<file path="config.mk">
export PLATFORM = sky130hd
export DESIGN_NAME = gradient_line_stepper_unit_flat
export DESIGN_NICKNAME = d
export VERILOG_FILES = /design/src/glsu_pkg.sv /design/src/glsu_if.sv /design/src/glsu_ctrl.sv /design/src/glsu_dpath.sv /design/src/gradient_line_stepper_unit.sv /design/src/flat_wrapper.sv
export SDC_FILE = /design/constraint.sdc
export NUM_CORES = 1
export LEC_CHECK = 0
export BUFFER_PORTS_ARGS = -buffer_cell sky130_fd_sc_hd__buf_4
export CAP_MARGIN = 5
export CORE_MARGIN = 2
export CORE_UTILIZATION = 40
export DETAILED_ROUTE_END_ITERATION = 16
export SLEW_MARGIN = 0
export SYNTH_ARGS = -nofsm -noshare
export SYNTH_HDL_FRONTEND = slang
export SYNTH_SLANG_ARGS = --single-unit
</file>
<file path="constraint.sdc">
create_clock -name clk -period 3.6 [get_ports clk]
set_input_delay 0.18 -clock clk [delete_from_list [all_inputs] [get_ports clk]]
set_output_delay 0.18 -clock clk [all_outputs]
set_load 0.03 [all_outputs]
</file>
<file path="src/glsu_pkg.sv">
// Package for the gradient line stepper: widths, codes and the command and
// status structs passed between controller and datapath.
// No dependencies; every other file refers to it by scoped names.
`timescale 1ns / 1ps
`default_nettype none

package glsu_pkg;

    localparam int COORD_BITS = 10;
    localparam int RAMP_BITS  = 12;
    localparam int STEP_BITS  = RAMP_BITS + 1;
    localparam int ERR_BITS   = COORD_BITS + 2;
    localparam int REM_BITS   = COORD_BITS + 1;
    localparam int LEVEL_BITS = 4;
    localparam int LEVEL_LSB  = 8;
    localparam int DIV_STEPS  = RAMP_BITS;
    localparam int CNT_BITS   = $clog2(DIV_STEPS);

    localparam logic [RAMP_BITS-1:0] RAMP_FULL = RAMP_BITS'(14 << 8);

    typedef logic [COORD_BITS-1:0] coord_t;
    typedef logic [LEVEL_BITS-1:0] level_t;

    typedef enum logic [0:0] {
        OP_LOAD = 1'b0,
        OP_STEP = 1'b1
    } op_t;

    // controller -> datapath
    typedef struct packed {
        logic load;        // latch a new line and seed the divider
        logic div_shift;   // one restoring-division step
        logic div_finish;  // final division step, write the ramp increment
        logic emit;        // capture the current pixel into the output register
        logic advance;     // walk to the next pixel
    } dp_cmd_t;

    // datapath -> controller
    typedef struct packed {
        logic zero_len;    // requested line has equal endpoints
        logic last;        // current pixel is the final one
    } dp_status_t;

endpackage

`default_nettype wire

</file>
<file path="src/glsu_if.sv">
// Handshake channels of the gradient line stepper: line requests in,
// pixels out. Depends on glsu_pkg.
`timescale 1ns / 1ps
`default_nettype none

interface glsu_line_if;
    logic             valid;
    logic             ready;
    glsu_pkg::op_t    opcode;
    glsu_pkg::coord_t start_x;
    glsu_pkg::coord_t start_y;
    glsu_pkg::coord_t end_x;
    glsu_pkg::coord_t end_y;
    logic             reversed;

    modport source (output valid, opcode, start_x, start_y, end_x, end_y, reversed,
                    input ready);
    modport sink   (input valid, opcode, start_x, start_y, end_x, end_y, reversed,
                    output ready);
endinterface

interface glsu_pixel_if;
    logic             valid;
    logic             ready;
    glsu_pkg::coord_t pixel_x;
    glsu_pkg::coord_t pixel_y;
    glsu_pkg::level_t level;
    logic             last;

    modport source (output valid, pixel_x, pixel_y, level, last, input ready);
    modport sink   (input valid, pixel_x, pixel_y, level, last, output ready);
endinterface

`default_nettype wire

</file>
<file path="src/glsu_ctrl.sv">
// Controller of the gradient line stepper: request handshake, divider
// sequencing, line-active flag and output valid. Depends on glsu_pkg.
`timescale 1ns / 1ps
`default_nettype none

module glsu_ctrl (
    input  wire                  clk,
    input  wire                  rst_n,
    input  wire                  in_valid,
    output logic                 in_ready,
    input  glsu_pkg::op_t        in_opcode,
    output logic                 out_valid,
    input  wire                  out_ready,
    input  glsu_pkg::dp_status_t status,
    output glsu_pkg::dp_cmd_t    cmd
);

    typedef enum logic [0:0] {
        S_IDLE,
        S_DIV
    } state_t;

    state_t                        state_reg, state_next;
    logic [glsu_pkg::CNT_BITS-1:0] cnt_reg, cnt_next;
    logic                          active_reg, active_next;
    logic                          out_valid_reg, out_valid_next;
    logic                          accept;
    logic                          is_load;
    logic                          is_step;

    assign in_ready  = (state_reg == S_IDLE) && (!out_valid_reg || out_ready);
    assign accept    = in_valid && in_ready;
    assign is_load   = accept && (in_opcode == glsu_pkg::OP_LOAD) && !status.zero_len;
    // a step with no line in flight is taken and dropped
    assign is_step   = accept && (in_opcode == glsu_pkg::OP_STEP) && active_reg;
    assign out_valid = out_valid_reg;

    always_comb
    begin
        cmd.load       = is_load;
        cmd.div_shift  = (state_reg == S_DIV);
        cmd.div_finish = (state_reg == S_DIV) && (cnt_reg == '0);
        cmd.emit       = is_step;
        cmd.advance    = is_step && !status.last;
    end

    always_comb
    begin
        state_next     = state_reg;
        cnt_next       = cnt_reg;
        active_next    = active_reg;
        out_valid_next = out_valid_reg;

        if (is_step)
        begin
            out_valid_next = 1'b1;
        end
        else if (out_ready)
        begin
            out_valid_next = 1'b0;
        end

        if (is_load)
        begin
            active_next = 1'b1;
        end
        else if (is_step && status.last)
        begin
            active_next = 1'b0;
        end

        unique case (state_reg)
            S_IDLE:
            begin
                if (is_load)
                begin
                    state_next = S_DIV;
                    cnt_next   = glsu_pkg::CNT_BITS'(glsu_pkg::DIV_STEPS - 1);
                end
            end
            S_DIV:
            begin
                if (cnt_reg == '0)
                begin
                    state_next = S_IDLE;
                end
                else
                begin
                    cnt_next = cnt_reg - 1'b1;
                end
            end
            default:
            begin
                state_next = S_IDLE;
            end
        endcase
    end

    always_ff @(posedge clk or negedge rst_n)
    begin
        if (!rst_n)
        begin
            state_reg     <= S_IDLE;
            cnt_reg       <= '0;
            active_reg    <= 1'b0;
            out_valid_reg <= 1'b0;
        end
        else
        begin
            state_reg     <= state_next;
            cnt_reg       <= cnt_next;
            active_reg    <= active_next;
            out_valid_reg <= out_valid_next;
        end
    end

`ifndef NO_ASSERTIONS
    a_load_starts_div: assert property (@(posedge clk) disable iff (!rst_n)
        cmd.load |=> (state_reg == S_DIV) && active_reg)
        else $error("load did not start the divider");

    a_finish_returns_idle: assert property (@(posedge clk) disable iff (!rst_n)
        cmd.div_finish |=> (state_reg == S_IDLE))
        else $error("divider did not hand back to idle");

    a_last_clears_active: assert property (@(posedge clk) disable iff (!rst_n)
        (cmd.emit && !cmd.advance) |=> !active_reg && out_valid_reg)
        else $error("final pixel left the line active");
`endif

endmodule

`default_nettype wire

</file>
<file path="src/glsu_dpath.sv">
// Datapath of the gradient line stepper: line geometry, restoring divider
// for the ramp increment, error-term walk and pixel output register.
// Depends on glsu_pkg.
`timescale 1ns / 1ps
`default_nettype none

module glsu_dpath (
    input  wire                   clk,
    input  wire                   rst_n,
    input  glsu_pkg::dp_cmd_t     cmd,
    output glsu_pkg::dp_status_t  status,
    input  glsu_pkg::coord_t      start_x,
    input  glsu_pkg::coord_t      start_y,
    input  glsu_pkg::coord_t      end_x,
    input  glsu_pkg::coord_t      end_y,
    input  wire                   reversed,
    output glsu_pkg::coord_t      pixel_x,
    output glsu_pkg::coord_t      pixel_y,
    output glsu_pkg::level_t      level,
    output logic                  last
);

    localparam int CB = glsu_pkg::COORD_BITS;
    localparam int EB = glsu_pkg::ERR_BITS;
    localparam int RB = glsu_pkg::RAMP_BITS;
    localparam int SB = glsu_pkg::STEP_BITS;

    glsu_pkg::coord_t              cur_x_reg, cur_y_reg;
    glsu_pkg::coord_t              major_reg, minor_reg;
    logic [glsu_pkg::REM_BITS-1:0] remaining_reg;
    logic signed [EB-1:0]          err_reg;
    logic [RB-1:0]                 ramp_reg;
    logic signed [SB-1:0]          ramp_step_reg;
    logic                          x_major_reg, x_neg_reg, y_neg_reg, rev_reg;
    logic [RB-1:0]                 quot_reg;
    glsu_pkg::coord_t              rem_reg;

    glsu_pkg::coord_t              px_reg, py_reg;
    glsu_pkg::level_t              level_reg;
    logic                          last_reg;

    // load geometry
    logic                          in_x_neg, in_y_neg, in_x_major;
    glsu_pkg::coord_t              dx, dy;

    // divider step
    logic [CB:0]                   trial;
    logic                          fits;
    glsu_pkg::coord_t              rem_next;
    logic [RB-1:0]                 quot_next;
    logic signed [SB-1:0]          step_mag;

    // walk
    logic signed [EB-1:0]          err_sum, major_ext;
    logic                          minor_move;
    glsu_pkg::coord_t              x_step, y_step;

    assign in_x_neg   = end_x < start_x;
    assign in_y_neg   = end_y < start_y;
    assign dx         = in_x_neg ? start_x - end_x : end_x - start_x;
    assign dy         = in_y_neg ? start_y - end_y : end_y - start_y;
    assign in_x_major = dx > dy;

    assign status.zero_len = (start_x == end_x) && (start_y == end_y);
    assign status.last     = (remaining_reg == '0);

    // shift the next dividend bit into the partial remainder
    assign trial     = {rem_reg, quot_reg[RB-1]};
    assign fits      = trial >= {1'b0, major_reg};
    assign rem_next  = fits ? CB'(trial - {1'b0, major_reg}) : trial[CB-1:0];
    assign quot_next = {quot_reg[RB-2:0], fits};
    assign step_mag  = {1'b0, quot_next};

    assign major_ext  = {{(EB-CB){1'b0}}, major_reg};
    assign err_sum    = err_reg + {{(EB-CB){1'b0}}, minor_reg};
    assign minor_move = x_major_reg ? (err_sum >= major_ext)
                                    : (!err_sum[EB-1] && (err_sum != '0));
    assign x_step     = x_neg_reg ? cur_x_reg - 1'b1 : cur_x_reg + 1'b1;
    assign y_step     = y_neg_reg ? cur_y_reg - 1'b1 : cur_y_reg + 1'b1;

    always_ff @(posedge clk or negedge rst_n)
    begin
        if (!rst_n)
        begin
            cur_x_reg     <= '0;
            cur_y_reg     <= '0;
            major_reg     <= '0;
            minor_reg     <= '0;
            remaining_reg <= '0;
            err_reg       <= '0;
            ramp_reg      <= '0;
            ramp_step_reg <= '0;
            x_major_reg   <= 1'b0;
            x_neg_reg     <= 1'b0;
            y_neg_reg     <= 1'b0;
            rev_reg       <= 1'b0;
            quot_reg      <= '0;
            rem_reg       <= '0;
        end
        else if (cmd.load)
        begin
            cur_x_reg     <= start_x;
            cur_y_reg     <= start_y;
            major_reg     <= in_x_major ? dx : dy;
            minor_reg     <= in_x_major ? dy : dx;
            remaining_reg <= {1'b0, (in_x_major ? dx : dy)};
            err_reg       <= '0;
            ramp_reg      <= reversed ? '0 : glsu_pkg::RAMP_FULL;
            x_major_reg   <= in_x_major;
            x_neg_reg     <= in_x_neg;
            y_neg_reg     <= in_y_neg;
            rev_reg       <= reversed;
            quot_reg      <= glsu_pkg::RAMP_FULL;
            rem_reg       <= '0;
        end
        else
        begin
            if (cmd.div_shift)
            begin
                quot_reg <= quot_next;
                rem_reg  <= rem_next;
            end
            if (cmd.div_finish)
            begin
                ramp_step_reg <= rev_reg ? step_mag : -step_mag;
            end
            if (cmd.advance)
            begin
                ramp_reg      <= ramp_reg + ramp_step_reg[RB-1:0];
                remaining_reg <= remaining_reg - 1'b1;
                err_reg       <= minor_move ? err_sum - major_ext : err_sum;
                if (x_major_reg)
                begin
                    cur_x_reg <= x_step;
                    if (minor_move)
                    begin
                        cur_y_reg <= y_step;
                    end
                end
                else
                begin
                    cur_y_reg <= y_step;
                    if (minor_move)
                    begin
                        cur_x_reg <= x_step;
                    end
                end
            end
        end
    end

    // output register: hold until the next pixel is captured
    always_ff @(posedge clk)
    begin
        if (cmd.emit)
        begin
            px_reg    <= cur_x_reg;
            py_reg    <= cur_y_reg;
            level_reg <= ramp_reg[glsu_pkg::LEVEL_LSB +: glsu_pkg::LEVEL_BITS];
            last_reg  <= status.last;
        end
    end

    assign pixel_x = px_reg;
    assign pixel_y = py_reg;
    assign level   = level_reg;
    assign last    = last_reg;

`ifndef NO_ASSERTIONS
    a_load_clears_err: assert property (@(posedge clk) disable iff (!rst_n)
        cmd.load |=> (err_reg == '0) && (major_reg != '0))
        else $error("load left a stale error term or empty major axis");

    a_rising_step_sign: assert property (@(posedge clk) disable iff (!rst_n)
        (cmd.div_finish && rev_reg) |=> !ramp_step_reg[SB-1])
        else $error("rising ramp got a negative increment");

    a_xmajor_err_range: assert property (@(posedge clk) disable iff (!rst_n)
        (cmd.advance && x_major_reg && !err_reg[EB-1] && (err_reg < major_ext))
        |=> !err_reg[EB-1] && (err_reg < major_ext))
        else $error("x-major error term left its range");
`endif

endmodule

`default_nettype wire

</file>
<file path="src/gradient_line_stepper_unit.sv">
// Top level of the gradient line stepper: Bresenham walk with a 4-bit level
// ramp. Depends on glsu_pkg, glsu_if, glsu_ctrl and glsu_dpath.
//
//   channel    | dir | handshake   | payload
//   line_in    | in  | valid/ready | opcode, start_x, start_y, end_x, end_y, reversed
//   pixel_out  | out | valid/ready | pixel_x, pixel_y, level, last
//
// A step's pixel is registered and offered in the next cycle; pixels stream at
// one per cycle while the sink keeps ready high. A line load is accepted, then
// the bit-serial restoring divider forms the ramp increment; no request is taken
// until it ends. Zero-length loads and steps with no line in flight give no pixel.
// Reset is asynchronous, active low, and leaves the block idle with no line.
// A stalled pixel is held in the output register; a further request waits on it.
`timescale 1ns / 1ps
`default_nettype none

module gradient_line_stepper_unit (
    input  wire          clk,
    input  wire          rst_n,
    glsu_line_if.sink    line_in,
    glsu_pixel_if.source pixel_out
);

    glsu_pkg::dp_cmd_t    cmd;
    glsu_pkg::dp_status_t status;

    glsu_ctrl u_ctrl (
        .clk       (clk),
        .rst_n     (rst_n),
        .in_valid  (line_in.valid),
        .in_ready  (line_in.ready),
        .in_opcode (line_in.opcode),
        .out_valid (pixel_out.valid),
        .out_ready (pixel_out.ready),
        .status    (status),
        .cmd       (cmd)
    );

    glsu_dpath u_dpath (
        .clk      (clk),
        .rst_n    (rst_n),
        .cmd      (cmd),
        .status   (status),
        .start_x  (line_in.start_x),
        .start_y  (line_in.start_y),
        .end_x    (line_in.end_x),
        .end_y    (line_in.end_y),
        .reversed (line_in.reversed),
        .pixel_x  (pixel_out.pixel_x),
        .pixel_y  (pixel_out.pixel_y),
        .level    (pixel_out.level),
        .last     (pixel_out.last)
    );

endmodule

`default_nettype wire
</file>
<file path="src/flat_wrapper.sv">
// flat-port wrapper written by rule: the top's interface ports become plain ports
module gradient_line_stepper_unit_flat 
  (clk, rst_n, line_in_valid, line_in_opcode, line_in_start_x, line_in_start_y, line_in_end_x, line_in_end_y, line_in_reversed, line_in_ready, pixel_out_valid, pixel_out_pixel_x, pixel_out_pixel_y, pixel_out_level, pixel_out_last, pixel_out_ready);
  glsu_line_if line_in_i ();
  glsu_pixel_if pixel_out_i ();
  input  wire clk;
  input  wire rst_n;
  input wire logic [$bits(line_in_i.valid)-1:0] line_in_valid;
  input wire logic [$bits(line_in_i.opcode)-1:0] line_in_opcode;
  input wire logic [$bits(line_in_i.start_x)-1:0] line_in_start_x;
  input wire logic [$bits(line_in_i.start_y)-1:0] line_in_start_y;
  input wire logic [$bits(line_in_i.end_x)-1:0] line_in_end_x;
  input wire logic [$bits(line_in_i.end_y)-1:0] line_in_end_y;
  input wire logic [$bits(line_in_i.reversed)-1:0] line_in_reversed;
  output wire logic [$bits(line_in_i.ready)-1:0] line_in_ready;
  output wire logic [$bits(pixel_out_i.valid)-1:0] pixel_out_valid;
  output wire logic [$bits(pixel_out_i.pixel_x)-1:0] pixel_out_pixel_x;
  output wire logic [$bits(pixel_out_i.pixel_y)-1:0] pixel_out_pixel_y;
  output wire logic [$bits(pixel_out_i.level)-1:0] pixel_out_level;
  output wire logic [$bits(pixel_out_i.last)-1:0] pixel_out_last;
  input wire logic [$bits(pixel_out_i.ready)-1:0] pixel_out_ready;
  assign line_in_i.valid = line_in_valid;
  assign line_in_i.opcode = line_in_opcode;
  assign line_in_i.start_x = line_in_start_x;
  assign line_in_i.start_y = line_in_start_y;
  assign line_in_i.end_x = line_in_end_x;
  assign line_in_i.end_y = line_in_end_y;
  assign line_in_i.reversed = line_in_reversed;
  assign line_in_ready = line_in_i.ready;
  assign pixel_out_valid = pixel_out_i.valid;
  assign pixel_out_pixel_x = pixel_out_i.pixel_x;
  assign pixel_out_pixel_y = pixel_out_i.pixel_y;
  assign pixel_out_level = pixel_out_i.level;
  assign pixel_out_last = pixel_out_i.last;
  assign pixel_out_i.ready = pixel_out_ready;
  gradient_line_stepper_unit u_core (.clk(clk), .rst_n(rst_n), .line_in(line_in_i), .pixel_out(pixel_out_i));
endmodule
</file>
# Yosys cells after proc, flatten, opt, wreduce, memory -nomap -nowiden
# Cells that the tools add are included.
# op_classes
addsub,15
magnitude_cmp,5
eq_ne,5
muxes,39
bitwise_logic,3
reduce_logical,28
# op_table
cell,n
2-to-1 mux 10 bit,17
2-to-1 mux 12 bit,9
subtractor 10 bit,5
2-to-1 mux 11 bit,2
"adder 10 x 1 -> 10 bit, second input constant",2
== test 10 bit,2
< comparator 10 bit,2
"subtractor 10 x 1 -> 10 bit, second input constant",2
adder 12 x 10 -> 12 bit,1
adder 12 bit,1
greater-or-equal comparator 12 x 11 -> 1 bit,1
negator 12 bit,1
nonzero test 12 bit,1
subtractor 12 x 11 -> 12 bit,1
greater-or-equal comparator 11 x 10 -> 1 bit,1
logical AND 1 bit,11
zero test 11 bit,1
"subtractor 11 x 1 -> 11 bit, second input constant",1
> comparator 10 bit,1
2-to-1 mux 4 bit,2
one-hot mux 4 bit (2 select lines),1
AND reduction 2 bit,4
nonzero test 2 bit,4
2-to-1 mux 1 bit,7
other kinds (9),15
# totals
regBits,145
word_cells,117

# Depth between registers and ports, before layout
# logic_depth
word_depth,9
mapped_depth,22
depth_no_buf,20

# By module
# Synthesis repeated with hierarchy kept, for this count alone.
# hier_totals
cells_unflattened,1264
hier_area_um2,11213.3
# by_module_without_submodules
module,n_inst,cells_per_inst,area_per_inst_um2,seq_area_each_um2
glsu_dpath,1,1220,10810.4,3578.4
glsu_ctrl,1,44,402.9,175.2

# Worst setup path before layout
# OpenSTA, ideal clock, no wires.
# synth_timing
path_type,input -> register
startpoint,input port line_in_end_x[0]
endpoint,register u_core.u_dpath.remaining_reg[1] (netlist name)
setup_time_ns,0.136
t_arrival_ns,3.824
required_ns,3.464
slack_ns,-0.359
path_stages,17
path_buffers,1
cell_sequence,inv_1 -> ha_1 -> inv_1 -> fa_1 -> nand3_1 -> a21oi_4 -> o21ai_4 -> mux2_4 -> a2111oi_1 -> a311oi_2 -> ha_1 -> a21o_1 -> o31ai_2 -> clkbuf_1 -> nand2_1 -> o211ai_1 -> o21ai_0
# synth_between
elab_chain_len,5
# synth_rtl
element,line,text
start: declaration,flat_wrapper.sv:12,input wire logic [$bits(line_in_i.end_x)-1:0] line_in_end_x;
subtractor 10 bit (tied with other cells),glsu_dpath.sv:60,assign dx = in_x_neg ? start_x - end_x : end_x - start_x;
2-to-1 mux 10 bit or logical AND 1 bit (tied branches),"glsu_dpath.sv:60, glsu_dpath.sv:64",
> comparator 10 bit or zero test 1 bit (tied branches),"glsu_dpath.sv:62, glsu_ctrl.sv:33",
2-to-1 mux 10 bit or logical AND 1 bit (tied branches),"glsu_dpath.sv:106, glsu_ctrl.sv:33",
2-to-1 mux 11 bit or nonzero test 2 bit (tied branches),-,
end signal: assignment,glsu_dpath.sv:106,"remaining_reg <= {1'b0, (in_x_major ? dx : dy)};"
end signal: assignment,glsu_dpath.sv:130,remaining_reg <= remaining_reg - 1'b1;
end: declaration,glsu_dpath.sv:30,logic [glsu_pkg::REM_BITS-1:0] remaining_reg;
# Several ways; a longest one is shown, not always the timed one.
# A chain may end at the register's enable or synchronous reset.

# Worst setup path after layout
# layout_timing
startpoint,input port line_in_end_y[0]
endpoint,register u_core.u_dpath.minor_reg[5]
# layout_between
elab_chain_len,4
# layout_rtl
element,line,text
start: declaration,flat_wrapper.sv:13,input wire logic [$bits(line_in_i.end_y)-1:0] line_in_end_y;
subtractor 10 bit (tied with other cells),glsu_dpath.sv:61,assign dy = in_y_neg ? start_y - end_y : end_y - start_y;
2-to-1 mux 10 bit or logical AND 1 bit (tied branches),"glsu_dpath.sv:61, glsu_dpath.sv:64",
> comparator 10 bit or zero test 1 bit (tied branches),"glsu_dpath.sv:62, glsu_ctrl.sv:33",
2-to-1 mux 10 bit or logical AND 1 bit (tied branches),"glsu_dpath.sv:105, glsu_ctrl.sv:33",
end signal: assignment,glsu_dpath.sv:105,minor_reg <= in_x_major ? dy : dx;
end: declaration,glsu_dpath.sv:29,"glsu_pkg::coord_t major_reg, minor_reg;"
# Several ways; a longest one is shown, not always the timed one.

==> flow_metrics.env <==
export IMPL_first_iter_violations=498
export IMPL_grtUsageTotal_pct=20.8
export IMPL_clock_sinks=145
export IMPL_die_w_um=170
export IMPL_hold_class="in -> reg"
export IMPL_synth_seq_cells=145
export IMPL_status="completed"
export IMPL_fillCellCount=2504
export IMPL_worstHoldStart="line_in_start_x[5]"
export IMPL_synth_area_leaders="dfrtp_1 (27%), ha_1 (12%), edfxtp_1 (6.8%), o21ai_0 (4.7%), nand2_1 (4.0%)"
export IMPL_crit_chain="buf_8 -> inv_4 -> ha_4 -> inv_4 -> fa_2 -> a211oi_2 -> o21bai_2 -> o22ai_2 -> o21a_2 -> buf_12 -> buf_6 -> mux2i_2 -> xor2_1 -> inv_1 -> ha_4 -> o21ai_2 -> nand2b_1 -> a31oi_2 -> a31oi_4 -> o31a_1 -> buf_6 -> mux2i_1 -> o21ai_1"
export IMPL_worstPathArrival_ns=3.87
export IMPL_clock_fmax_mhz=281
export IMPL_setup_tns_final_ns=0
export IMPL_core_um2=27000
export IMPL_r2r_cells=13
export IMPL_avgRoutedWirePerCell_um=16.7
export IMPL_hold_ws_ns=0.0265
export IMPL_die_area_um2=28900
export IMPL_r2r_slack_ns=0.05
export IMPL_layout_drive_gt1_share_pct=27.1
export IMPL_vias=9541
export IMPL_fin_nets=1585
export IMPL_slowest_stage="fa_2"
export IMPL_ios=73
export IMPL_async_flop_share_pct=82.8
export IMPL_cpPeakStageDelay_ns=0.39
export IMPL_grt_pass1_vias=9557
export IMPL_regArea_um2=3750
export IMPL_overflow=0
export IMPL_antenna_found_initial=1
export IMPL_setup_viol=0
export IMPL_start_util_pct=40.8
export IMPL_root_buffer="clkbuf_16"
export IMPL_cts_tree="done"
export IMPL_cts_buffers=17
export IMPL_p_leak_nw=6.69
export IMPL_wl_met3_um=961
export IMPL_r2r_end="u_core.u_dpath.err_reg[8]"
export IMPL_path_clk_slew_ns=0.07
export IMPL_drc=0
export IMPL_grt_first_pass_wirelength_um=48100
export IMPL_syn_avg_cell_area_um2=9.21
export IMPL_place_inst=1719
export IMPL_cap_violations=0
export IMPL_vias_per_cell=5.37
export IMPL_synthTopCellsByCount="dfrtp_1 (120), nand2_1 (117), ha_1 (108), o21ai_0 (103), inv_1 (101)"
export IMPL_syn_area_um2=11000
export IMPL_io_buffers=72
export IMPL_power_density_nw_per_um2=932
export IMPL_min_path_cells=2
export IMPL_ys_types=87
export IMPL_crit_type="in -> reg"
export IMPL_met1_length_um=13900
export IMPL_synth_edf_count=25
export IMPL_gp_congestion=0.883
export IMPL_critPathMaxFanout=5
export IMPL_highest_layer="met4"
export IMPL_ir_drop_mv=0.480
export IMPL_yosys_area_top_type="dfrtp_1"
export IMPL_totalWireLength_um=29600
export IMPL_fp_dieH_um=170
export IMPL_grt_max_degree=67
export IMPL_startpoint_type="input port"
export IMPL_fin_crit_ns=3.56
export IMPL_worst_clock_skew_ns=0.0185
export IMPL_synth_nets=1361
export IMPL_min_to="u_core.u_dpath.cur_x_reg[5]"
export IMPL_synth_cells=1197
export IMPL_critPathCaptureType="flip-flop"
export IMPL_yosysMostFrequentCell="dfrtp_1"
export IMPL_yosys_area_top_type_share_pct=27.2
export IMPL_seq_area_frac_synth_pct=34.0
export IMPL_worst_slew_pin_slew_ns=0.827
export IMPL_clockBufferDepth=2
export IMPL_dp_hpwl_um=21900
export IMPL_h_tree_depth=4
export IMPL_multiInputGateArea_um2=7150
export IMPL_slew_viol_final=0
export IMPL_reg2reg_from="u_core.u_dpath.minor_reg[0]"
export IMPL_max_slew_margin_pct=44.3
export IMPL_ant_nets=0
export IMPL_syn_to_final_growth_pct=29.7
export IMPL_clk_insertion_delay_late_ns=0.43
export IMPL_ys_flop_type="dfrtp_1"
export IMPL_dr_pass1_iters=5
export IMPL_rsz0062_at_grt="yes"
export IMPL_fin_crit_sh_pct=98.9
export IMPL_finalNonFillerCells=1776
export IMPL_required_ns=3.91
export IMPL_finalHoldViolCount=0
export IMPL_yosysWarnings=0
export IMPL_wl_met2_um=14400
export IMPL_rows=60
cell families (layout without fill, tap and decap cells):
group | Yosys count | after routing | synth area share [%]
AOI/OAI and AO/OA | 360 | 361 | 22.8
xor gates and xnor gates | 78 | 78 | 6.33
adders and majority gates | 118 | 118 | 14.1
buffers and inverters | 144 | 380 | 5.24
DFF | 145 | 145 | 34.0
muxes | 32 | 32 | 2.96
other | 0 | 1 | 0
and+or+nand+nor | 320 | 320 | 14.5
power breakdown:
part / internal, mW / total (mW) / switching (mW) / leakage, nW
Clock: 0.989 / 1.83 / 0.840 / 0.284
Combinational: 4.19 / 8.54 / 4.35 / 4.67
Sequential: 2.32 / 2.95 / 0.628 / 1.73
per-layer routing:
layer	track usage [%]	up-vias
met3	2.65	24
met2	35.6	195
met4	5.31	0
li1	-	4749
met1	27.8	4573
met5	0	-
per-stage QoR:
stage / total power, mW / setup WS, ns / utilization, % / instance area, um^2
after floorplan: 8.24 / 0.000197 / - / 11100
after global placement: 10.3 / -0.367 / 48.3 / 13100
after detailed placement: 10.4 / -0.528 / 48.3 / 13100
after CTS: 12.7 / 0.00206 / 51.2 / 13800
after global routing: 14.4 / -0.142 / 52.9 / 14300
final: 13.3 / 0.0387 / 52.9 / 14300
cell type report:
| class | instances | area share [%] |
|---|---|---|
| multi-input cells | 909 | 50.0 |
| well taps | 341 | 2.98 |
| clock buffers | 17 | 2.98 |
| inverters | 101 | 2.69 |
| repair buffers | 247 | 13.9 |
| clock inverters | 15 | 1.12 |
| diodes | 1 | 0.0175 |
| flip-flops and latches | 145 | 26.3 |
how the worst max path moves through the flow:
| stage | from | end | cells past startpoint |
|---|---|---|---|
| 2_1_floorplan | line_in_start_x[9] | u_core.u_dpath.remaining_reg[0] | 18 |
| 3_3_place_gp | line_in_end_y[0] | u_core.u_dpath.major_reg[7] | 19 |
| 3_5_place_dp | line_in_end_y[0] | u_core.u_dpath.minor_reg[2] | 24 |
| 4_1_cts | u_core.u_dpath.minor_reg[0] | u_core.u_dpath.err_reg[4] | 16 |
| 5_1_grt | line_in_end_y[0] | u_core.u_dpath.minor_reg[5] | 23 |
| 6_report | line_in_end_y[0] | u_core.u_dpath.minor_reg[5] | 23 |
timing repair:
item / 4_1_cts / 5_1_grt
hold buffers: 4 / 0
resized for setup: 20 / 80
pin swaps: 12 / 44
cloned: 1 / 3
setup endpoints to repair: 33 / 52
buffers inserted: 5 / 13
hold endpoints to repair: 57 / 0
critical path: cells and delay by family:
kind                       cells  cell delay [ns]
adders and majority gates      3             0.80
muxes                          2             0.39
buffers and inverters          7             0.68
xor gates and xnor gates       1             0.22
and+or+nand+nor                1             0.11
AOI/OAI and AO/OA              9             1.51
placed cells by master (no fill, tap or decap), drive strengths merged, types with 6 or more instances in the layout:
cell / count
buf: 241
dfrtp: 120
nand2: 117
o21ai: 114
inv: 112
ha: 108
nor2: 66
a21oi: 60
xnor2: 50
a21o: 33
mux2i: 30
nor3: 29
xor2: 28
edfxtp: 25
a22o: 20
clkbuf: 19
nand2b: 19
nand3: 16
a31oi: 16
a211oi: 16
o211ai: 15
o21a: 15
nor2b: 12
or2: 11
nor4: 11
a221o: 10
fa: 10
nand4: 9
and2: 8
o31ai: 8
o21bai: 6
o221ai: 6
(Power assumes the default switching activity.)
